## src/design/page_table_walker_with_tlb_assert.svh

```systemverilog
// Assertion macros shared by the page table walker RTL.
// Expects clk_i and rst_ni in the scope of every use.
`ifndef PAGE_TABLE_WALKER_WITH_TLB_ASSERT_SVH
`define PAGE_TABLE_WALKER_WITH_TLB_ASSERT_SVH

// same-cycle implication
`define PTW_ASSERT_NOW(lbl, ante, cons) \
  lbl: assert property (@(posedge clk_i) disable iff (!rst_ni) (ante) |-> (cons)) \
    else $error("ptw assertion failed");

// next-cycle implication
`define PTW_ASSERT_NEXT(lbl, ante, cons) \
  lbl: assert property (@(posedge clk_i) disable iff (!rst_ni) (ante) |=> (cons)) \
    else $error("ptw assertion failed");

`endif

```

## src/design/ptw_pkg.sv

```systemverilog
// Shared types, constants and helpers of the page table walker.
// No dependencies.
package ptw_pkg;

  localparam int CACHE_ENTRIES_DEF = 512;
  localparam int VA_W     = 48;
  localparam int PA_W     = 52;
  localparam int VPN_W    = 36;
  localparam int PFN_W    = 40;
  localparam int DATA_W   = 64;
  localparam int RED_STEP = 6;
  localparam int RED_CYC  = VPN_W / RED_STEP;
  localparam int RED_CW   = $clog2(RED_CYC);
  localparam int QDEPTH   = 2;
  localparam int QPTR_W   = $clog2(QDEPTH);
  localparam int QCNT_W   = $clog2(QDEPTH + 1);

  localparam logic OP_REQ    = 1'b0;
  localparam logic OP_DATA   = 1'b1;
  localparam logic KIND_READ = 1'b0;
  localparam logic KIND_DONE = 1'b1;
  localparam int   PRESENT_BIT = 0;
  localparam int   LARGE_BIT   = 7;

  typedef struct packed {
    logic              op;
    logic [VA_W-1:0]   virt_addr;
    logic [PA_W-1:0]   root_table;
    logic [DATA_W-1:0] read_data;
    logic              read_ok;
  } item_t;

  typedef struct packed {
    logic full;
    logic empty;
  } q_stat_t;

  typedef struct packed {
    logic             valid;
    logic [VPN_W-1:0] tag;
    logic [PFN_W-1:0] frame;
  } line_t;

  typedef enum logic [1:0] {
    FR_IDLE,
    FR_REDUCE,
    FR_PUSH
  } front_state_e;

  typedef enum logic [1:0] {
    BK_CLEAR,
    BK_IDLE,
    BK_PROBE
  } back_state_e;

  // 9-bit table index for a given walk level
  function automatic logic [8:0] level_idx(input logic [VA_W-1:0] va, input logic [1:0] lvl);
    logic [8:0] r;
    unique case (lvl)
      2'd0:    r = va[47:39];
      2'd1:    r = va[38:30];
      2'd2:    r = va[29:21];
      default: r = va[20:12];
    endcase
    return r;
  endfunction

endpackage

```

## src/design/ptw_front.sv

```systemverilog
// Front end: takes command beats, computes the cache slot of a request.
// Depends on ptw_pkg.
module ptw_front #(
  parameter int CACHE_ENTRIES = ptw_pkg::CACHE_ENTRIES_DEF
) (
  input  logic                  clk_i,
  input  logic                  rst_ni,
  input  logic                  accept_i,
  input  ptw_pkg::item_t        item_i,
  input  logic                  q_full_i,
  output logic                  busy_o,
  output logic                  push_o,
  output ptw_pkg::item_t        push_item_o,
  output logic [$clog2(CACHE_ENTRIES > 1 ? CACHE_ENTRIES : 2)-1:0] push_slot_o
);
  import ptw_pkg::*;

  localparam int IDX_W = $clog2(CACHE_ENTRIES > 1 ? CACHE_ENTRIES : 2);
  localparam bit POW2  = ((1 << $clog2(CACHE_ENTRIES)) == CACHE_ENTRIES);

  front_state_e      st_q, st_d;
  item_t             hold_q, hold_d;
  logic [IDX_W-1:0]  slot_q, slot_d;
  logic [VPN_W-1:0]  vpn_q, vpn_d;
  logic [IDX_W-1:0]  rem_q, rem_d;
  logic [RED_CW-1:0] cnt_q, cnt_d;
  logic [VPN_W-1:0]  in_vpn;
  logic [IDX_W-1:0]  rem_step;

  assign in_vpn = item_i.virt_addr[VA_W-1:12];

  // restoring remainder, RED_STEP bits of the page number per cycle
  always_comb begin
    logic [IDX_W:0] t;
    logic [IDX_W-1:0] r;
    r = rem_q;
    for (int i = 0; i < RED_STEP; i++) begin
      t = {r, vpn_q[VPN_W-1-i]};
      if (t >= (IDX_W+1)'(CACHE_ENTRIES)) t = t - (IDX_W+1)'(CACHE_ENTRIES);
      r = t[IDX_W-1:0];
    end
    rem_step = r;
  end

  always_comb begin
    st_d   = st_q;
    hold_d = hold_q;
    slot_d = slot_q;
    vpn_d  = vpn_q;
    rem_d  = rem_q;
    cnt_d  = cnt_q;
    push_o = (st_q == FR_PUSH) && !q_full_i;
    busy_o = (st_q == FR_REDUCE) || ((st_q == FR_PUSH) && q_full_i);
    unique case (st_q)
      FR_REDUCE: begin
        vpn_d = vpn_q << RED_STEP;
        rem_d = rem_step;
        cnt_d = cnt_q + 1'b1;
        if (cnt_q == RED_CW'(RED_CYC - 1)) begin
          slot_d = rem_step;
          st_d   = FR_PUSH;
        end
      end
      FR_PUSH: begin
        if (push_o) st_d = FR_IDLE;
      end
      default: ;
    endcase
    if (accept_i) begin
      hold_d = item_i;
      hold_d.root_table[3:0] = 4'h0;
      vpn_d  = in_vpn;
      rem_d  = '0;
      cnt_d  = '0;
      slot_d = IDX_W'(in_vpn & VPN_W'(CACHE_ENTRIES - 1));
      st_d   = (POW2 || item_i.op == OP_DATA) ? FR_PUSH : FR_REDUCE;
    end
  end

  always_ff @(posedge clk_i or negedge rst_ni) begin
    if (!rst_ni) begin
      st_q <= FR_IDLE;
    end else begin
      st_q <= st_d;
    end
  end

  always_ff @(posedge clk_i) begin
    hold_q <= hold_d;
    slot_q <= slot_d;
    vpn_q  <= vpn_d;
    rem_q  <= rem_d;
    cnt_q  <= cnt_d;
  end

  assign push_item_o = hold_q;
  assign push_slot_o = slot_q;

endmodule

```

## config.mk

```make
export PLATFORM = sky130hd
export DESIGN_NAME = ptw_front
export DESIGN_NICKNAME = d
export VERILOG_FILES = /design/src/design/page_table_walker_with_tlb_assert.svh /design/src/design/ptw_pkg.sv /design/src/design/ptw_front.sv
export SDC_FILE = /design/constraint.sdc
export NUM_CORES = 1
export LEC_CHECK = 0
export BUFFER_PORTS_ARGS = -buffer_cell sky130_fd_sc_hd__buf_2
export CAP_MARGIN = 20
export CORE_AREA = 2 2 134 136
export CTS_BUF_LIST = sky130_fd_sc_hd__clkbuf_16
export CTS_CLUSTER_DIAMETER = 50
export DETAILED_ROUTE_END_ITERATION = 10
export DIE_AREA = 0 0 136 138
export HOLD_SLACK_MARGIN = 0.05
export PLACE_DENSITY = 0.72
export SLEW_MARGIN = 10
export SYNTH_ARGS = -nofsm -noshare
export SYNTH_HDL_FRONTEND = slang
export SYNTH_SLANG_ARGS = --single-unit
export TNS_END_PERCENT = 30
```

## constraint.sdc

```tcl
create_clock -name clk_i -period 1.8 [get_ports clk_i]
set_clock_uncertainty 0.15 [all_clocks]
set_input_delay 0.36 -clock clk_i [delete_from_list [all_inputs] [get_ports clk_i]]
set_output_delay 0.36 -clock clk_i [all_outputs]
set_load 0.005 [all_outputs]
```

==> results.yml, run 1 <==
final_layout:
  fillCellCount: 1166
  layout.nets: 976
  diodes: 0
  layout-drive-gt1-share_pct: 52.1
  syn_to_final_growth_pct: 66.2
  multiInputGateArea_sq_um: 609
  finalNonFillerCells: 1053
  regArea_sq_um: 6240
power:
  p_leak_nw: 4.91
  peakVddDrop_v: 0.000722
  powerDensity_nw_per_um2: 1060
timing:
  fmax_mhz: 599
  setup_viol: 0
  slew_viol_final: 0
  fin_tns_setup_ps: 0
  hold_viol: 0
  finalCriticalPeriod_ps: 1670
  rsz0062_at_grt: "false"
  fin_crit_sh_pct: 92.7
worst_setup_path:
  reg2reg_to: "vpn_q[29]$_DFFE_PP_"
  timing.rr.start: "vpn_q[23]$_DFFE_PP_"
  startpoint: "st_q[1]$_DFFE_PN0P_"
  reg2regPathDepth: 1
  crit_path_end: "busy_o"
  regToRegSetupSlack_ps: 720
  end_kind: "primary output"
  worstPathRequired_ps: 1290
  cp-start-kind: "flip-flop"
  critPathArrivalTime_ps: 1160
  critPathKind: "reg2out"
  cp_max_fo: 3
die:
  placementRows: 49
  io_pins: 347
  die_h_um: 138
  initial_core_util_pct: 39.6
  core_area_sq_um: 17500
  die_w_um: 136
  dieArea_sq_um: 18800
synth:
  synth_largest_area_cell: "edfxtp_1"
  seq_area_frac_synth_pct: 89.9
  syn-cell-area_sq_um: 6940
  yosysUniqueCellTypes: 12
  synth.area.top_cells: "edfxtp_1, mux2_4, mux2_2"
  synthesis.instances: 266
  ys.warnings.count: 0
  synth.avg_cell_area_sq_um: 26.1
  postSynthRegisterBits: 208
  synth_top_area_share_pct: 89.5
place:
  hpwl_mm: 12.5
  placed_cells: 844
  place_congestion: 0.854
  io_buffer_count: 338
hold_path:
  min_path_type: "in2reg"
run:
  max_cap_viol_count: 0
routing:
  vias: 4865
  drt_iter0_markers: 299
  routed_wl_mm: 21.3
  ant_nets: 0
  drc: 0
  first_pass_iters: 4
  via_per_inst: 4.62
  wire_per_inst_um: 20.2
clock_tree:
  numCtsBuffers: 24
  cts_root_buf: "clkbuf_16"
  clock_latency_ps: 500
  postCtsSetupRepairBufs: 0
  path_clk_slew_ps: 60
  clkSinkCount: 208
  clockBufferDepth: 3
  cts_tree: "yes"
  h-tree-depth: 1
  cts_resized: 0
global_route:
  antenna_found_initial: 0
  grt_use_total_pct: 21.5
  grt_pass1_vias: 5267
  grt_pass1_wl_mm: 30.1
  overflow: 0
  grt_max_degree: 49
outcome:
  status: "complete, no violations"
area by class of cell:
cell class	instances	share of cell area (%)
clock inverter	19	1.94
sequential	208	54.1
clock buffer	25	5.42
multi-input combinational	52	5.28
timing repair buffer	520	30.8
tap	229	2.48
power by group:
group / leakage (nW) / switching, mW / internal (mW)
clock network: 0.422 / 1.93 / 3.24
registers: 2.04 / 0.115 / 5.76
logic: 2.45 / 0.509 / 0.701
state kept, by name (all words and copies together), names as in the netlist:
signal,cells
vpn_q,36
st_q,1
push_item_o,162
push_slot_o,9
critical path, cell delays in order, from the launching register on:
cell	delay, ps
dfrtp_1	390
and2_1	140
buf_2	120
routing by layer:
| layer | track usage, % | share of wire, % |
|---|---|---|
| met2 | 38.1 | 50 |
| met5 | 0 | 0 |
| met4 | 12.2 | 6.3 |
| met3 | 5.98 | 8.6 |
| met1 | 22.5 | 35 |
layout by cell type (no fill, tap or decap), drive strengths merged:
master | Yosys | final
buf | 8 | 355
edfxtp | 207 | 207
dlygate4sd3 | 0 | 165
mux2 | 36 | 36
clkbuf | 1 | 25
and2 | 10 | 10
clkinv | 0 | 9
bufinv | 0 | 5
conb | 1 | 4
inv | 0 | 3
clkinvlp | 0 | 2
nor2b | 1 | 1
a21o | 1 | 1
dfrtp | 1 | 1
metrics by stage:
| step | setup WS (ps) | util [%] | hold WS [ps] | total power [mW] | instance area [sq um] |
|---|---|---|---|---|---|
| after global routing | 102 | 65.8 | 75.7 | 12.6 | 11500 |
| after floorplan | 461 | - | -85.6 | 6.16 | 6960 |
| final | 132 | 65.8 | 86.2 | 12.3 | 11500 |
| after CTS | 120 | 65.8 | 67.3 | 12.2 | 11500 |
| after global placement | 266 | 51.6 | -14.9 | 6.80 | 9040 |
| after detailed placement | 225 | 51.6 | -12.6 | 6.84 | 9040 |
cell usage after synthesis:
cell        n
buf_6       1
buf_12      3
buf_4       4
a21o_1      1
edfxtp_1  207
and2_1     10
clkbuf_1    1
nor2b_1     1
conb_1      1
mux2_4     30
dfrtp_1     1
mux2_2      6
cells by family (layout without fill, tap and decap cells):
kind of cell / count (synthesis) / after routing / share of synthesized area, %
flops: 208 / 208 / 89.9
other cells: 1 / 4 / 0.0540
mux: 36 / 36 / 7.46
simple gates: 11 / 11 / 0.991
compound gates: 1 / 1 / 0.108
buf+inv: 9 / 564 / 1.51
worst min-delay path by stage:
stage | cells past startpoint | to | startpoint | slack (ps)
3_3_place_gp | 1 | st_q[1]$_DFFE_PN0P_ | rst_ni | -10
5_1_grt | 1 | vpn_q[30]$_DFFE_PP_ | accept_i | 80
3_5_place_dp | 1 | st_q[1]$_DFFE_PN0P_ | rst_ni | -10
4_1_cts | 1 | vpn_q[30]$_DFFE_PP_ | accept_i | 70
2_1_floorplan | 0 | st_q[1]$_DFFE_PN0P_ | rst_ni | -90
6_report | 1 | vpn_q[30]$_DFFE_PP_ | accept_i | 90
repair_timing:
item                                   CTS  global route
setup endpoints to repair                0             0
endpoints found under the hold margin  206             0
hold buffers                           165             0
(Power assumes the default switching activity.)
==> run 2, diff against run 1 <==
- ABC_AREA: not set -> 1
- CORE_AREA: 2 2 134 136 -> 2 2 136 138
- DIE_AREA: 0 0 136 138 -> 0 0 138 140
- PLACE_DENSITY: 0.72 -> 0.69
==> run 2 against run 1 <==
  * Via count is 0.74% higher
  * Final cell count is 6.5% higher
  * Combinational power is 7% lower
  * Register-to-register slack better by 150 ps
  * Sequential cell count stayed put
  * Highest routed layer unchanged
  * Clock power is 12% lower
  * Design area is 2.5% lower
  * Sequential power hardly changed
  * Fmax is 2.8% higher
  * Non-clock buffer count is 9 lower
  * Clock-buffer cell count stayed put
==> results.yml, run 2 <==
die:
  io_pins: 347
  placementRows: 49
  die_h_um: 140
  dieArea_sq_um: 19300
  die_w_um: 138
  core_area_sq_um: 17800
  initial_core_util_pct: 38.5
synth:
  synth_top_area_share_pct: 90.9
  synth_largest_area_cell: "edfxtp_1"
  synthesis.instances: 343
  async_flop_share_pct: 0.481
  yosysUniqueCellTypes: 11
  synth.avg_cell_area_sq_um: 19.9
  synth_edf_count: 207
  postSynthRegisterBits: 208
  syn-cell-area_sq_um: 6840
  synth.area.top_cells: "edfxtp_1, nand2_1, nand2_2"
  ys.warnings.count: 0
  seq_area_frac_synth_pct: 91.2
  synth_ff_type: "edfxtp_1"
  synth.most_common_cell: "edfxtp_1"
  synth_commonest_cells: "edfxtp_1, nand2_1, inv_1, nand2_2, buf_4"
routing:
  drc: 0
  wire_per_inst_um: 17.6
  ant_nets: 0
  vias: 4901
  routed_wl_mm: 19.7
  via_per_inst: 4.37
  first_pass_iters: 6
  drt_iter0_markers: 217
worst_setup_path:
  regToRegSetupSlack_ps: 870
  crit_path_end: "busy_o"
  critPathArrivalTime_ps: 1110
  max_stage_delay_ps: 380
  reg2reg_to: "vpn_q[12]$_DFFE_PP_"
  startpoint: "st_q[1]$_DFFE_PN0P_"
  cp_cell_sequence: "nand2_1, inv_1, buf_2"
  path_depth: 3
  cp_top_family: "flip-flops"
  timing.rr.start: "vpn_q[6]$_DFFE_PP_"
  cp_num_buf_inv: 2
  cp-start-kind: "flip-flop"
  worstPathRequired_ps: 1290
  critPathKind: "reg2out"
  end_kind: "primary output"
  cp_max_fo: 2
  cp_slowest_cell: "dfrtp_1"
  reg2regPathDepth: 2
timing:
  slew_viol_final: 0
  fin_crit_sh_pct: 90.2
  hold_ws_ps: 88.6
  hold_viol: 0
  setup_viol: 0
  finalCriticalPeriod_ps: 1620
  fmax_mhz: 616
  fin_tns_setup_ps: 0
  rsz0062_at_grt: "false"
clock_tree:
  clockBufferDepth: 3
  h-tree-depth: 1
  postCtsSetupRepairBufs: 0
  path_clk_slew_ps: 60
  numCtsBuffers: 25
  cts_root_buf: "clkbuf_16"
  cts_tree: "yes"
  clkSinkCount: 208
  clock_latency_ps: 500
final_layout:
  fillCellCount: 1310
  syn_to_final_growth_pct: 64.6
  layout_commonest_cell: "buf_2"
  largest_reg_flops: 162
  most-common-layout-cells: "buf_2, edfxtp_1, dlygate4sd3_1"
  layout.nets: 1043
  layout-drive-gt1-share_pct: 44.1
  diodes: 0
  postLayoutCellArea_sq_um: 11300
global_route:
  overflow: 0
  grt_pass1_vias: 5237
  antenna_found_initial: 0
  grt_use_total_pct: 19.7
  grt_pass1_wl_mm: 29.7
  grt_max_degree: 46
power:
  p_comb_share_pct: 9.7
  swShare_pct: 22.3
  powerDensity_nw_per_um2: 1020
  p_leak_nw: 4.95
  power_mw: 11.5
  power_frac_seq_pct: 50.9
  peakVddDrop_v: 0.000873
  p_int_mw: 8.95
  clock_power_share_pct: 39.3
  p_switching_mw: 2.56
hold_path:
  min_path_type: "in2reg"
place:
  hpwl_mm: 12.2
  io_buffer_count: 338
  place_congestion: 0.724
  dpl_cell_area_sq_um: 8850
outcome:
  status: "complete, no violations"
run:
  max_cap_viol_count: 0
==> run 2: repair_timing <==
item | in CTS | in global routing
setup endpoints to repair | 0 | 2
hold buffers | 165 | 0
hold endpoints to repair | 208 | 0
resized for setup | 0 | 1
==> run 2: area by class of cell <==
| type | instances | area, sq um | area share (%) |
|---|---|---|---|
| clock inverter | 21 | 133 | 1.18 |
| timing repair buffer | 511 | 3470 | 30.8 |
| sequential | 208 | 6240 | 55.4 |
| inverter | 12 | 52.6 | 0.467 |
| multi-input combinational | 115 | 454 | 4.03 |
| clock buffer | 25 | 626 | 5.56 |
| tap | 229 | 287 | 2.55 |
==> run 2: worst register-to-register path, delay by kind of cell, from the launching register on <==
| family | cells | cell delay, ps |
|---|---|---|
| AND/OR/NAND/NOR | 2 | 150 |
| flip-flops | 1 | 390 |
==> run 2: worst min path at each step <==
stage / cells past startpoint / end / start
global route: 1 / vpn_q[14]$_DFFE_PP_ / accept_i
finish: 1 / vpn_q[19]$_DFFE_PP_ / accept_i
floorplan: 0 / st_q[1]$_DFFE_PN0P_ / rst_ni
detailed placement: 1 / st_q[1]$_DFFE_PN0P_ / rst_ni
CTS: 1 / push_item_o[151]$_DFFE_PP_ / accept_i
global placement: 1 / st_q[1]$_DFFE_PN0P_ / rst_ni
==> run 2: power groups by stage <==
stage          logic (mW)  registers [mW]  clock network, mW
3_3_place_gp        0.796            5.93                  0
4_1_cts              1.11            5.85               4.62
3_5_place_dp        0.819            5.95                  0
5_1_grt              1.20            5.89               4.84
2_1_floorplan       0.113            6.00                  0
6_report             1.12            5.86               4.53
==> run 2: kinds of logic (layout without fill, tap and decap cells) <==
family | after synthesis | after routing | share of synthesized area, %
flops | 208 | 208 | 91.2
simple gates | 111 | 111 | 6.42
buf+inv | 23 | 569 | 2.30
other cells | 1 | 4 | 0.0548
==> run 2: routing by layer <==
metal	part of all wire (%)	wire length, um	global-route usage, %	vias to the layer above
li1	-	-	-	2303
met1	37	7300	22.5	2318
met2	52	10300	35.7	231
met3	6.8	1350	4.99	49
met4	3.9	763	7.73	0
met5	0	0	0	-
==> run 2: metrics by stage <==
step	utilization, %	std cells	worst slack (ps)
after floorplan	-	346	651
after global placement	49.8	910	373
after detailed placement	49.8	910	358
after CTS	63.3	1121	38.4
after global routing	63.3	1121	117
final	63.3	1121	177
