## src/design/page_table_walker_with_tlb_assert.svh

```systemverilog
// Assertion macros shared by the page table walker RTL.
// Expects clk_i and rst_ni in the scope of every use.
`ifndef PAGE_TABLE_WALKER_WITH_TLB_ASSERT_SVH
`define PAGE_TABLE_WALKER_WITH_TLB_ASSERT_SVH

// same-cycle implication
`define PTW_ASSERT_NOW(lbl, ante, cons) \
  lbl: assert property (@(posedge clk_i) disable iff (!rst_ni) (ante) |-> (cons)) \
    else $error("ptw assertion failed");

// next-cycle implication
`define PTW_ASSERT_NEXT(lbl, ante, cons) \
  lbl: assert property (@(posedge clk_i) disable iff (!rst_ni) (ante) |=> (cons)) \
    else $error("ptw assertion failed");

`endif

```

## src/design/ptw_pkg.sv

```systemverilog
// Shared types, constants and helpers of the page table walker.
// No dependencies.
package ptw_pkg;

  localparam int CACHE_ENTRIES_DEF = 512;
  localparam int VA_W     = 48;
  localparam int PA_W     = 52;
  localparam int VPN_W    = 36;
  localparam int PFN_W    = 40;
  localparam int DATA_W   = 64;
  localparam int RED_STEP = 6;
  localparam int RED_CYC  = VPN_W / RED_STEP;
  localparam int RED_CW   = $clog2(RED_CYC);
  localparam int QDEPTH   = 2;
  localparam int QPTR_W   = $clog2(QDEPTH);
  localparam int QCNT_W   = $clog2(QDEPTH + 1);

  localparam logic OP_REQ    = 1'b0;
  localparam logic OP_DATA   = 1'b1;
  localparam logic KIND_READ = 1'b0;
  localparam logic KIND_DONE = 1'b1;
  localparam int   PRESENT_BIT = 0;
  localparam int   LARGE_BIT   = 7;

  typedef struct packed {
    logic              op;
    logic [VA_W-1:0]   virt_addr;
    logic [PA_W-1:0]   root_table;
    logic [DATA_W-1:0] read_data;
    logic              read_ok;
  } item_t;

  typedef struct packed {
    logic full;
    logic empty;
  } q_stat_t;

  typedef struct packed {
    logic             valid;
    logic [VPN_W-1:0] tag;
    logic [PFN_W-1:0] frame;
  } line_t;

  typedef enum logic [1:0] {
    FR_IDLE,
    FR_REDUCE,
    FR_PUSH
  } front_state_e;

  typedef enum logic [1:0] {
    BK_CLEAR,
    BK_IDLE,
    BK_PROBE
  } back_state_e;

  // 9-bit table index for a given walk level
  function automatic logic [8:0] level_idx(input logic [VA_W-1:0] va, input logic [1:0] lvl);
    logic [8:0] r;
    unique case (lvl)
      2'd0:    r = va[47:39];
      2'd1:    r = va[38:30];
      2'd2:    r = va[29:21];
      default: r = va[20:12];
    endcase
    return r;
  endfunction

endpackage

```

## src/design/ptw_queue.sv

```systemverilog
// Two-entry queue between front and back ends.
// Depends on ptw_pkg.
module ptw_queue #(
  parameter int CACHE_ENTRIES = ptw_pkg::CACHE_ENTRIES_DEF
) (
  input  logic                  clk_i,
  input  logic                  rst_ni,
  input  logic                  push_i,
  input  ptw_pkg::item_t        push_item_i,
  input  logic [$clog2(CACHE_ENTRIES > 1 ? CACHE_ENTRIES : 2)-1:0] push_slot_i,
  input  logic                  pop_i,
  output ptw_pkg::item_t        head_item_o,
  output logic [$clog2(CACHE_ENTRIES > 1 ? CACHE_ENTRIES : 2)-1:0] head_slot_o,
  output ptw_pkg::q_stat_t      stat_o
);
  import ptw_pkg::*;

  localparam int IDX_W = $clog2(CACHE_ENTRIES > 1 ? CACHE_ENTRIES : 2);

  item_t             item_q [QDEPTH];
  logic [IDX_W-1:0]  slot_q [QDEPTH];
  logic [QPTR_W-1:0] wp_q, rp_q;
  logic [QCNT_W-1:0] cnt_q;

  always_ff @(posedge clk_i or negedge rst_ni) begin
    if (!rst_ni) begin
      wp_q  <= '0;
      rp_q  <= '0;
      cnt_q <= '0;
    end else begin
      if (push_i) wp_q <= wp_q + 1'b1;
      if (pop_i)  rp_q <= rp_q + 1'b1;
      cnt_q <= cnt_q + QCNT_W'(push_i) - QCNT_W'(pop_i);
    end
  end

  always_ff @(posedge clk_i) begin
    if (push_i) begin
      item_q[wp_q] <= push_item_i;
      slot_q[wp_q] <= push_slot_i;
    end
  end

  assign head_item_o  = item_q[rp_q];
  assign head_slot_o  = slot_q[rp_q];
  assign stat_o.full  = (cnt_q == QCNT_W'(QDEPTH));
  assign stat_o.empty = (cnt_q == '0);

endmodule

```

## config.mk

```make
export PLATFORM = sky130hd
export DESIGN_NAME = ptw_queue
export DESIGN_NICKNAME = d
export VERILOG_FILES = /design/src/design/page_table_walker_with_tlb_assert.svh /design/src/design/ptw_pkg.sv /design/src/design/ptw_queue.sv
export SDC_FILE = /design/constraint.sdc
export NUM_CORES = 1
export LEC_CHECK = 0
export BUFFER_PORTS_ARGS = -buffer_cell sky130_fd_sc_hd__buf_2
export CORE_MARGIN = 2
export CORE_UTILIZATION = 49
export DETAILED_ROUTE_END_ITERATION = 12
export PLACE_DENSITY_LB_ADDON = 0.1
export SKIP_LAST_GASP = 1
export SYNTH_ARGS = -nofsm -noshare
export SYNTH_HDL_FRONTEND = slang
export SYNTH_SLANG_ARGS = --single-unit
```

## constraint.sdc

```tcl
create_clock -name clk_i -period 26.8 [get_ports clk_i]
set_input_delay 1.34 -clock clk_i [delete_from_list [all_inputs] [get_ports clk_i]]
set_output_delay 1.34 -clock clk_i [all_outputs]
set_load 0.005 [all_outputs]
```

==> flow_results.org, run 1 <==
** Outcome
- The flow ran to the end, and the final reports show no timing, DRC or antenna violations.

** Clock tree
- CTS built an H-tree with a depth of 2.
- The cell sitting at the root of the clock tree is a sky130_fd_sc_hd__clkbuf_16.
- For this design, the CTS-stage hold fixing added 0 buffers.
- Postcts setup bufs :: 0
- Clock slew at the register clock pins of the worst setup and hold paths :: 0.06 ns
- CTS tree :: done
- Clock insertion delay at the later pin of the skew report :: 0.51 ns
- Clock buffers created by TritonCTS :: 37
- Resized cells post-CTS :: 0
- For this design, the sink count on the clock tree is 354.
- Largest buffer count on any clock path :: 3

** Yosys
- In this run, synthesis inferred 350 flip-flops with an integrated enable.
- Netlist cell types :: 13
- Ranking of synthesized cells by area :: sky130_fd_sc_hd__edfxtp_1 78%, sky130_fd_sc_hd__mux2_4 16%, sky130_fd_sc_hd__mux2_2 2.9%, sky130_fd_sc_hd__buf_6 1.4%, sky130_fd_sc_hd__dfrtp_1 0.75%
- Averaged over all synthesized cells, the footprint is 23.94 um^2.
- For this run, the number of Yosys warnings is 0.
- Number of nets in the synthesized netlist :: 741
- After technology mapping, the gate count stands at 560.
- Post-synthesis cell type with the largest combined area :: sky130_fd_sc_hd__edfxtp_1
- Post-synth top flop :: sky130_fd_sc_hd__edfxtp_1
- By count the netlist is led by 350 x sky130_fd_sc_hd__edfxtp_1, 140 x sky130_fd_sc_hd__mux2_4, 35 x sky130_fd_sc_hd__mux2_2.
- Sequential area share after synthesis :: 0.7913
- Flip-flop and latch count after synthesis :: 354
- The synthesized netlist occupies a cell area of 0.01341 mm^2.
- Async set-or-reset flop fraction in the synthesized netlist :: 0.01130
- The share of synthesized area in the top cell type comes to 0.7838.
- Most numerous cell in the Yosys netlist :: sky130_fd_sc_hd__edfxtp_1

** Timing
- Derived from the worst setup path, the maximum achievable clock frequency is 0.2209 GHz.
- On the final layout, the worst hold slack is 0.5655 ns.
- Slew at the pin closest to its max-slew limit :: 1.198 ns
- In this run the tightest slew margin relative to its limit is 0.2016.
- Across all setup checks in the final design, the least slack found is 22.27 ns.
- Setup violations remaining at the end of the flow were counted as 0.
- The worst path needs 4.526 ns of the cycle, external delays included.
- RSZ-0062 raised after global routing :: false
- Adding up every negative setup slack in the final design gives 0 ns.
- Final Cycle Share :: 0.1689
- Slew Viols, Final :: 0
- Post-route clock skew :: 0.007350 ns
- The number of hold-slack violations in the final timing report was 0.

** Worst hold path
- Hold path cells :: 1
- Hold path endpoint :: wp_q
- Min-Delay Path Class :: flip-flop to flip-flop
- Hold Path Origin :: wp_q

** Route
- 1st-iter DRT viols :: 403
- In the routed layout, each cell is associated on average with a via count of 4.927.
- Before antenna repair, the detailed router went through 6 iterations.
- After detailed routing, the average wire length per cell comes to 19.75 um.
- Total via count after detailed routing :: 6489
- Post-route ant nets :: 0
- DRC Markers :: 0
- Post-detailed-routing wire length :: 26010 um

** Power and ir drop
- Of the total power, the share spent switching nets is 0.2582.
- Clock network power share :: 0.285
- Power share of the combinational group :: 0.273
- In this run the power density over the cells is 106.4 mW/mm^2.
- In this run the power spent charging and discharging nets is 0.4591 mW.
- Sequential Power Share :: 0.442
- The internal portion of the total power is 1.319 mW.
- VDD sags by at most 0.07476 mV.
- Leakage power :: 6.705 nW

** Cells and area
- From synthesis to final layout, the design area changed by 24.61%.
- Fin util :: 0.6217
- After filler insertion, the fill cell instance count of the layout stands at 1974.
- Ratio of cells with drive above 1 in the final layout :: 0.6097
- Final-stage net count :: 1121

** Critical path
- Slowest library cell on the worst path :: sky130_fd_sc_hd__dfrtp_4
- The worst setup path is captured at an output pin.
- Number of cell instances on the worst register-to-register path :: 3
- In this run the critical register-to-register path is captured at item_q[1][127].
- Kind of cell with the highest combined delay on the critical path :: flip-flops
- CP Data Arrival Time :: 3.19 ns
- The worst register-to-register path begins at wp_q.
- The critical path contains buffers and inverters numbering 2 combined.
- Required time worst endpoint :: 25.46 ns
- The worst setup path is of the flip-flop to output pin kind.
- Maximum fanout along the worst path :: 66
- Across all register-to-register paths, the minimum setup slack is 23.70 ns.
- The largest single stage delay on the critical path is 1.14 ns.
- Crit path cell chain :: buf_4 > mux2_2 > buf_2
- STA classifies the critical path startpoint as a flip-flop.

** Die
- Standard cell core area :: 0.02688 mm^2
- For this configuration, the core starts out at a cell density of 0.4989.
- Total I/O pin count :: 356
- Die area :: 0.02870 mm^2
- The floorplan step set the die height to 169.4 um.
- Floorplan row count :: 60
- Die width :: 169.4 um

** Global routing
- The total overflow left after global routing is 0.
- Largest net degree at the start of global routing :: 88
- In the global route stage, overall resource usage came out at 0.1759.
- The first global-routing pass estimated 38190 um of wire.
- The initial antenna violation count is 12.
- Via count of the first global-routing pass :: 6996

** Placed design
- Dpl hpwl :: 17630 um
- The congestion estimate from routability-driven global placement came to 0.7409.
- Timing analysis after detailed placement gives a worst setup slack of 22.59 ns.
- Port-buffer cells :: 355

** Run
- Max-Cap Viols :: 0
==> metrics by stage <==
| stage | instances | total power [mW] | instance area [um^2] |
|---|---|---|---|
| 5_1_grt | 1315 | 1.859 | 16700 |
| 3_3_place_gp | 1242 | 1.281 | 15460 |
| 4_1_cts | 1307 | 1.803 | 16680 |
| 6_report | 1317 | 1.778 | 16710 |
| 2_1_floorplan | 560 | 1.136 | 13410 |
| 3_5_place_dp | 1242 | 1.293 | 15460 |
==> logic make-up after synthesis <==
family | count (synthesis) | synth area share
fa+ha+maj | 2 | 0.001866
xor+xnor | 3 | 0.003079
buf+inv | 22 | 0.01596
mux | 175 | 0.1862
simple gates | 4 | 0.001679
flops | 354 | 0.7913
==> how the worst max path moves through the flow <==
stage           start          endpoint  slack [ns]  depth (start not counted)
2_1_floorplan  push_i      item_q[0][0]       17.17                          1
3_3_place_gp   push_i     item_q[1][86]       22.66                          4
3_5_place_dp   push_i    item_q[1][122]       22.59                          4
4_1_cts          rp_q  head_item_o[161]       22.18                          3
5_1_grt          rp_q  head_item_o[161]       22.09                          3
6_report         rp_q  head_item_o[160]       22.27                          3
==> sequential cells by signal, indices dropped and copies added, names as in the netlist <==
name    count
cnt_q       2
slot_q     18
rp_q        1
item_q    332
wp_q        1
==> metal layers <==
metal  vias to the layer above  track usage  wire length [um]
met4                         4      0.08324               957
met1                      3167       0.1949              9532
met3                        65      0.05830              2107
met2                       238       0.3068             13380
li1                       3015            -                 -
met5                         -            0                27
==> power groups by stage <==
stage	logic, mW	clock network, mW	registers [mW]
2_1_floorplan	0.345	0	0.791
3_3_place_gp	0.490	0	0.791
3_5_place_dp	0.495	0	0.799
4_1_cts	0.496	0.520	0.787
5_1_grt	0.522	0.541	0.796
6_report	0.486	0.507	0.785
==> final cells by class <==
class	count	area, um^2	share of cell area
multi-input combinational	184	2595	0.1553
tap	341	426.7	0.02554
timing repair buffer	361	1822	0.1090
clock buffer	44	994.7	0.05953
inverter	2	7.507	0.0004493
sequential	354	10610	0.6352
antenna	10	25.02	0.001498
clock inverter	21	224.0	0.01340
==> worst register-to-register path, delay by kind of cell (launching register included) <==
family	cells	cell delay [ns]
flip-flops	1	0.42
AND/OR/NAND/NOR	1	0.53
buffers and inverters	2	1.68
==> cells in the final DEF, fill, tap and decap left out <==
cell / n
sky130_fd_sc_hd__clkinv_1: 10
sky130_fd_sc_hd__clkbuf_1: 5
sky130_fd_sc_hd__dfrtp_4: 1
sky130_fd_sc_hd__nor2b_4: 1
sky130_fd_sc_hd__bufinv_16: 5
sky130_fd_sc_hd__nor2_1: 1
sky130_fd_sc_hd__buf_2: 355
sky130_fd_sc_hd__buf_4: 6
sky130_fd_sc_hd__clkinv_2: 4
sky130_fd_sc_hd__xor2_1: 2
sky130_fd_sc_hd__mux2_4: 140
sky130_fd_sc_hd__inv_6: 1
sky130_fd_sc_hd__ha_1: 2
sky130_fd_sc_hd__and2_4: 1
sky130_fd_sc_hd__xor3_1: 1
sky130_fd_sc_hd__clkinvlp_4: 1
sky130_fd_sc_hd__dfrtp_1: 3
sky130_fd_sc_hd__inv_1: 2
sky130_fd_sc_hd__diode_2: 10
sky130_fd_sc_hd__mux2_2: 35
sky130_fd_sc_hd__edfxtp_1: 350
sky130_fd_sc_hd__clkbuf_16: 39
sky130_fd_sc_hd__nor2b_1: 1
Note: power is estimated with default switching activity, not from simulation.
==> inputs of run 2 (changes only) <==
ABC_AREA = 1   (was default)
CORE_UTILIZATION = 47   (was 49)
clock period = 3.82 ns   (was 26.8 ns; I/O delays follow)
==> run 2 against run 1 <==
Net effect: sequential power grew to 6.9 times the previous value; power grew to 6.7 times the previous value; clock-buffer cell count rose by 4; critical path depth grew 1; highest routed layer is now met4; critical path type unchanged; area after synthesis fell by 1.2%; first-iteration DRC count is 32% higher; die area increased by 3.0%.
==> flow_results.org, run 2 <==
** Cells and area
- Largest registers ranked by flip-flop count :: item_q (332), slot_q (18), cnt_q (2) (unchanged)
- Largest reg by FF count :: item_q (unchanged)
- Number of flip-flops under the largest register name :: 332 (unchanged)
- The proportion of layout cells with a drive suffix above 1 came to 0.2785 (was 0.6097).
- The count of filler cells inserted in the layout came to 2141 (was 1974).
- The share of the core filled with cells in the final layout came to 0.6571 (was 0.6217).
- Count of placed standard cells in the final layout, fillers left out :: 1895 (was 1317)
- Commonest non-fill, non-tap cell in the layout :: sky130_fd_sc_hd__buf_2 (unchanged)
- Leading cell types in the layout, fill and taps excluded: 355 x sky130_fd_sc_hd__buf_2, 350 x sky130_fd_sc_hd__edfxtp_1, 181 x sky130_fd_sc_hd__inv_1, 181 x sky130_fd_sc_hd__nand2_1, 180 x sky130_fd_sc_hd__dlygate4sd3_1 (was 355 x sky130_fd_sc_hd__buf_2, 350 x sky130_fd_sc_hd__edfxtp_1, 140 x sky130_fd_sc_hd__mux2_4).
- The synthesis-to-layout area growth came to 37.75% (was 24.61%).
- The net total in the final layout came to 1673 (was 1121).

** Route
- The uppermost signal routing layer after detailed routing was met4 (was met5).
- Initial DRT Pass Iterations :: 4 (was 6)
- Post-detailed-routing wire length :: 28730 um (was 26010 um)
- The DRC violation count after routing was 0 (unchanged).
- The number of design-rule violations left by the first detailed-router iteration is 530 (was 403).
- The met2 layer wire length in the routed design came to 14340 um (was 13380 um).
- Routed vias/inst :: 4.561 (was 4.927)
- The routed metal-1 wirelength came to 11080 um (was 9532 um).
- Mean routed wirelength per cell :: 15.16 um (was 19.75 um)
- The antenna violation net count after detailed routing is 0 (unchanged).
- The routed via count came to 8643 (was 6489).
- The met3 wire length is 2502 um (was 2107 um).

** Yosys
- The warning count from the yosys run came to 0 (unchanged).
- The average size of a mapped cell came to 14.11 um^2 (was 23.94 um^2).
- Flip-flop and latch count after synthesis :: 354 (unchanged)
- Number of nets in the synthesized netlist :: 1120 (was 741)
- The synthesized netlist cell count is 939 (was 560).
- Netlist cell types :: 14 (was 13)
- Most frequent cells after synthesis: 350 x sky130_fd_sc_hd__edfxtp_1, 182 x sky130_fd_sc_hd__inv_1, 181 x sky130_fd_sc_hd__nand2_1 (was 350 x sky130_fd_sc_hd__edfxtp_1, 140 x sky130_fd_sc_hd__mux2_4, 35 x sky130_fd_sc_hd__mux2_2).
- Ranking of synthesized cells by area :: sky130_fd_sc_hd__edfxtp_1 79%, sky130_fd_sc_hd__o21ai_0 5.2%, sky130_fd_sc_hd__inv_1 5.2%, sky130_fd_sc_hd__nand2_1 5.1%, sky130_fd_sc_hd__buf_6 2.0% (was sky130_fd_sc_hd__edfxtp_1 78%, sky130_fd_sc_hd__mux2_4 16%, sky130_fd_sc_hd__mux2_2 2.9%, sky130_fd_sc_hd__buf_6 1.4%, sky130_fd_sc_hd__dfrtp_1 0.75%)
- Netlist area before placement :: 0.01325 mm^2 (was 0.01341 mm^2)
- Post-synth top area share :: 0.7931 (was 0.7838)
- Most numerous cell in the Yosys netlist :: sky130_fd_sc_hd__edfxtp_1 (unchanged)
- The share of flip-flops with an asynchronous set or reset after synthesis came to 0.01130 (unchanged).
- The number of flops mapped to enable cells by yosys was 350 (unchanged).
- Post-synthesis cell type with the largest combined area :: sky130_fd_sc_hd__edfxtp_1 (unchanged)
- The most used flip-flop cell after synthesis is sky130_fd_sc_hd__edfxtp_1 (unchanged).
- The share of synthesized area occupied by flip-flops and latches is 0.8006 (was 0.7913).

** Clock tree
- Clock buffers created by TritonCTS :: 37 (unchanged)
- The clock sink total came to 354 (unchanged).
- Clock slew at the register clock pins of the worst setup and hold paths :: 0.06 ns (about the same)
- H-tree Lvls :: 2 (unchanged)
- The number of cells upsized or downsized after cts came to 0 (unchanged).
- The buffer levels on the longest clock path was 3 (unchanged).
- Clock root buffer :: sky130_fd_sc_hd__clkbuf_16 (unchanged)
- The CTS tree is done (unchanged).
- The clock latency reported for the late side of the worst-skew pair was 0.51 ns (about the same).

** Placed design
- Global placer's final weighted congestion :: 0.7512 (was 0.7409)
- Dpl hpwl :: 17670 um (was 17630 um)
- The total of buffers placed on input and output ports is 355 (unchanged).
- The number of placed instances, taps included came to 1651 (was 1242).

** Die
- The floorplan die height is 171.9 um (was 169.4 um).
- Floorplan row count :: 61 (was 60)
- The effective utilization at floorplan is 0.4770 (was 0.4989).
- The area of the die was 0.02956 mm^2 (was 0.02870 mm^2).
- The area of the core region came to 0.02778 mm^2 (was 0.02688 mm^2).
- The I/O pin count came to 356 (unchanged).
- Die width :: 171.9 um (was 169.4 um)

** Power and ir drop
- The static leakage was 7.787 nW (was 6.705 nW).
- VDD IR max :: 0.4342 mV (was 0.07476 mV)
- Total power of the final layout :: 11.94 mW (was 1.778 mW)
- Net switching power of the design :: 3.623 mW (was 0.4591 mW)
- The power density normalized to cell area is 654.1 mW/mm^2 (was 106.4 mW/mm^2).
- The switching share of power came to 0.3034 (was 0.2582).
- The share of total power in sequential cells is 0.457 (was 0.442).
- Power share of the combinational group :: 0.273 (about the same)
- Clock network power share :: 0.270 (was 0.285)
- Internal Pwr Total :: 8.318 mW (was 1.319 mW)

** Critical path
- The kind of capture point of the worst setup path is an output pin (unchanged).
- The highest net fanout along the worst path is 101 (was 66).
- Number of cell instances on the worst register-to-register path :: 4 (was 3)
- The type of the worst setup path is flip-flop to output pin (unchanged).
- CP Data Arrival Time :: 2.48 ns (was 3.19 ns)
- The data required time at the worst endpoint was 3.63 ns (was 25.46 ns).
- CP Launch Type :: flip-flop (unchanged)

** Global routing
- Via count of the first global-routing pass :: 8547 (was 6996)
- Remaining global-route overflow :: 0 (unchanged)
- First-pass GRT wire length :: 42730 um (was 38190 um)
- Initial antenna violation count :: 2 (was 12)
- Largest net degree at the start of global routing :: 102 (was 88)
- The total routing resource utilization after global routing is 0.1877 (was 0.1759).

** Timing
- Slew Viols, Final :: 0 (unchanged)
- The number of setup violations in the final report was 0 (unchanged).
- Post-route clock skew :: 0.01570 ns (was 0.007350 ns)
- The worst slack on hold paths came to 0.4006 ns (was 0.5655 ns).
- RSZ-0062 raised after global routing :: false (unchanged)
- Final critical delay including setup and external delays :: 2.676 ns
- The number of hold-slack violations in the final timing report is 0 (unchanged).
- Dividing the final minimum period by the clock period gives 0.7005.
- The actual slew at the worst max-slew pin was 1.092 ns (was 1.198 ns).
- Fmax :: 0.3737 GHz
- Max transition margin :: 0.2723 (was 0.2016)
- The final sum of negative setup slack was 0 ns (unchanged).

** Run
- Max-Cap Viols :: 0 (unchanged)

** Worst hold path
- The worst min-delay path class is input pin to flip-flop (was flip-flop to flip-flop).
- Hold path cells :: 2 (was 1)

** Outcome
- Run status: finished clean (unchanged).
## run 2: cell types whose count changed in the layout (fill, tap and decap cells not counted), moves of 3 or more
cell | previous run | this run
sky130_fd_sc_hd__bufinv_16 | 5 | 0
sky130_fd_sc_hd__o21ai_0 | 0 | 139
sky130_fd_sc_hd__nand2_1 | 0 | 181
sky130_fd_sc_hd__buf_4 | 6 | 13
sky130_fd_sc_hd__mux2_2 | 35 | 0
sky130_fd_sc_hd__buf_12 | 0 | 5
sky130_fd_sc_hd__mux2_4 | 140 | 0
sky130_fd_sc_hd__dlygate4sd3_1 | 0 | 180
sky130_fd_sc_hd__clkinv_1 | 10 | 7
sky130_fd_sc_hd__clkbuf_1 | 5 | 9
sky130_fd_sc_hd__inv_1 | 2 | 181
sky130_fd_sc_hd__diode_2 | 10 | 2
sky130_fd_sc_hd__o21ai_1 | 0 | 36
## run 2: layout make-up
| cell class | count | area, um^2 | share of cell area |
|---|---|---|---|
| sequential | 354 | 10610 | 0.5814 |
| timing repair buffer | 553 | 3776 | 0.2069 |
| multi-input combinational | 364 | 1622 | 0.08883 |
| clock buffer | 48 | 1010 | 0.05531 |
| inverter | 182 | 686.9 | 0.03763 |
| tap | 378 | 473.0 | 0.02591 |
| clock inverter | 14 | 68.82 | 0.003770 |
| antenna | 2 | 5.005 | 0.0002742 |
## run 2: worst paths after layout
path	start	to	slack [ns]
max in group asynchronous	rst_ni	cnt_q[0]	2.56
hold / removal	push_item_i[27]	item_q[1][27]	0.40
setup reg to reg	wp_q	item_q[1][156]	1.51
hold reg to reg	wp_q	wp_q	0.57
min in group asynchronous	rst_ni	rp_q	0.56
setup / recovery	rp_q	head_item_o[103]	1.14
## run 2: power by group through the flow
| stage | clock network, mW | registers, mW | logic, mW |
|---|---|---|---|
| 2_1_floorplan | 0 | 5.43 | 1.86 |
| 3_3_place_gp | 0 | 5.51 | 3.12 |
| 3_5_place_dp | 0 | 5.53 | 3.15 |
| 4_1_cts | 3.31 | 5.46 | 3.31 |
| 5_1_grt | 3.44 | 5.53 | 3.70 |
| 6_report | 3.23 | 5.45 | 3.26 |
## run 2: what timing repair did
item                                    CTS  global route
endpoints found under the setup margin    0             0
buffers inserted                          0             0
hold buffers                            180             0
hold endpoints to repair                357             0
## run 2: cell families (layout without fill, tap and decap cells)
group	count (synthesis)	count (layout)	synth area share
AO/OA/AOI/OAI	175	175	0.06609
XOR/XNOR	2	2	0.001322
adder cells (fa/ha/maj)	2	2	0.001888
buffers and inverters	221	797	0.07761
flip-flops	354	354	0.8006
other	0	2	0
AND/OR/NAND/NOR	185	185	0.05249
## run 2: worst max-delay path: stages, from the launching register on
cell and delay [ns]:
sky130_fd_sc_hd__dfrtp_4 1.02, sky130_fd_sc_hd__buf_12 0.42, sky130_fd_sc_hd__nand2_1 0.08, sky130_fd_sc_hd__o21ai_0 0.18, sky130_fd_sc_hd__buf_2 0.20
## run 2: metal layers
metal	global-route usage	vias up
met2	0.3263	286
met5	0	-
li1	-	4278
met1	0.2177	4016
met4	0.06357	0
met3	0.06455	63
## run 2: through the flow
stage	worst slack [ns]	area, um^2
3_5_place_dp	1.517	15370
3_3_place_gp	1.507	15370
5_1_grt	0.9651	18260
4_1_cts	1.127	18250
6_report	1.144	18260
2_1_floorplan	0.3142	13260
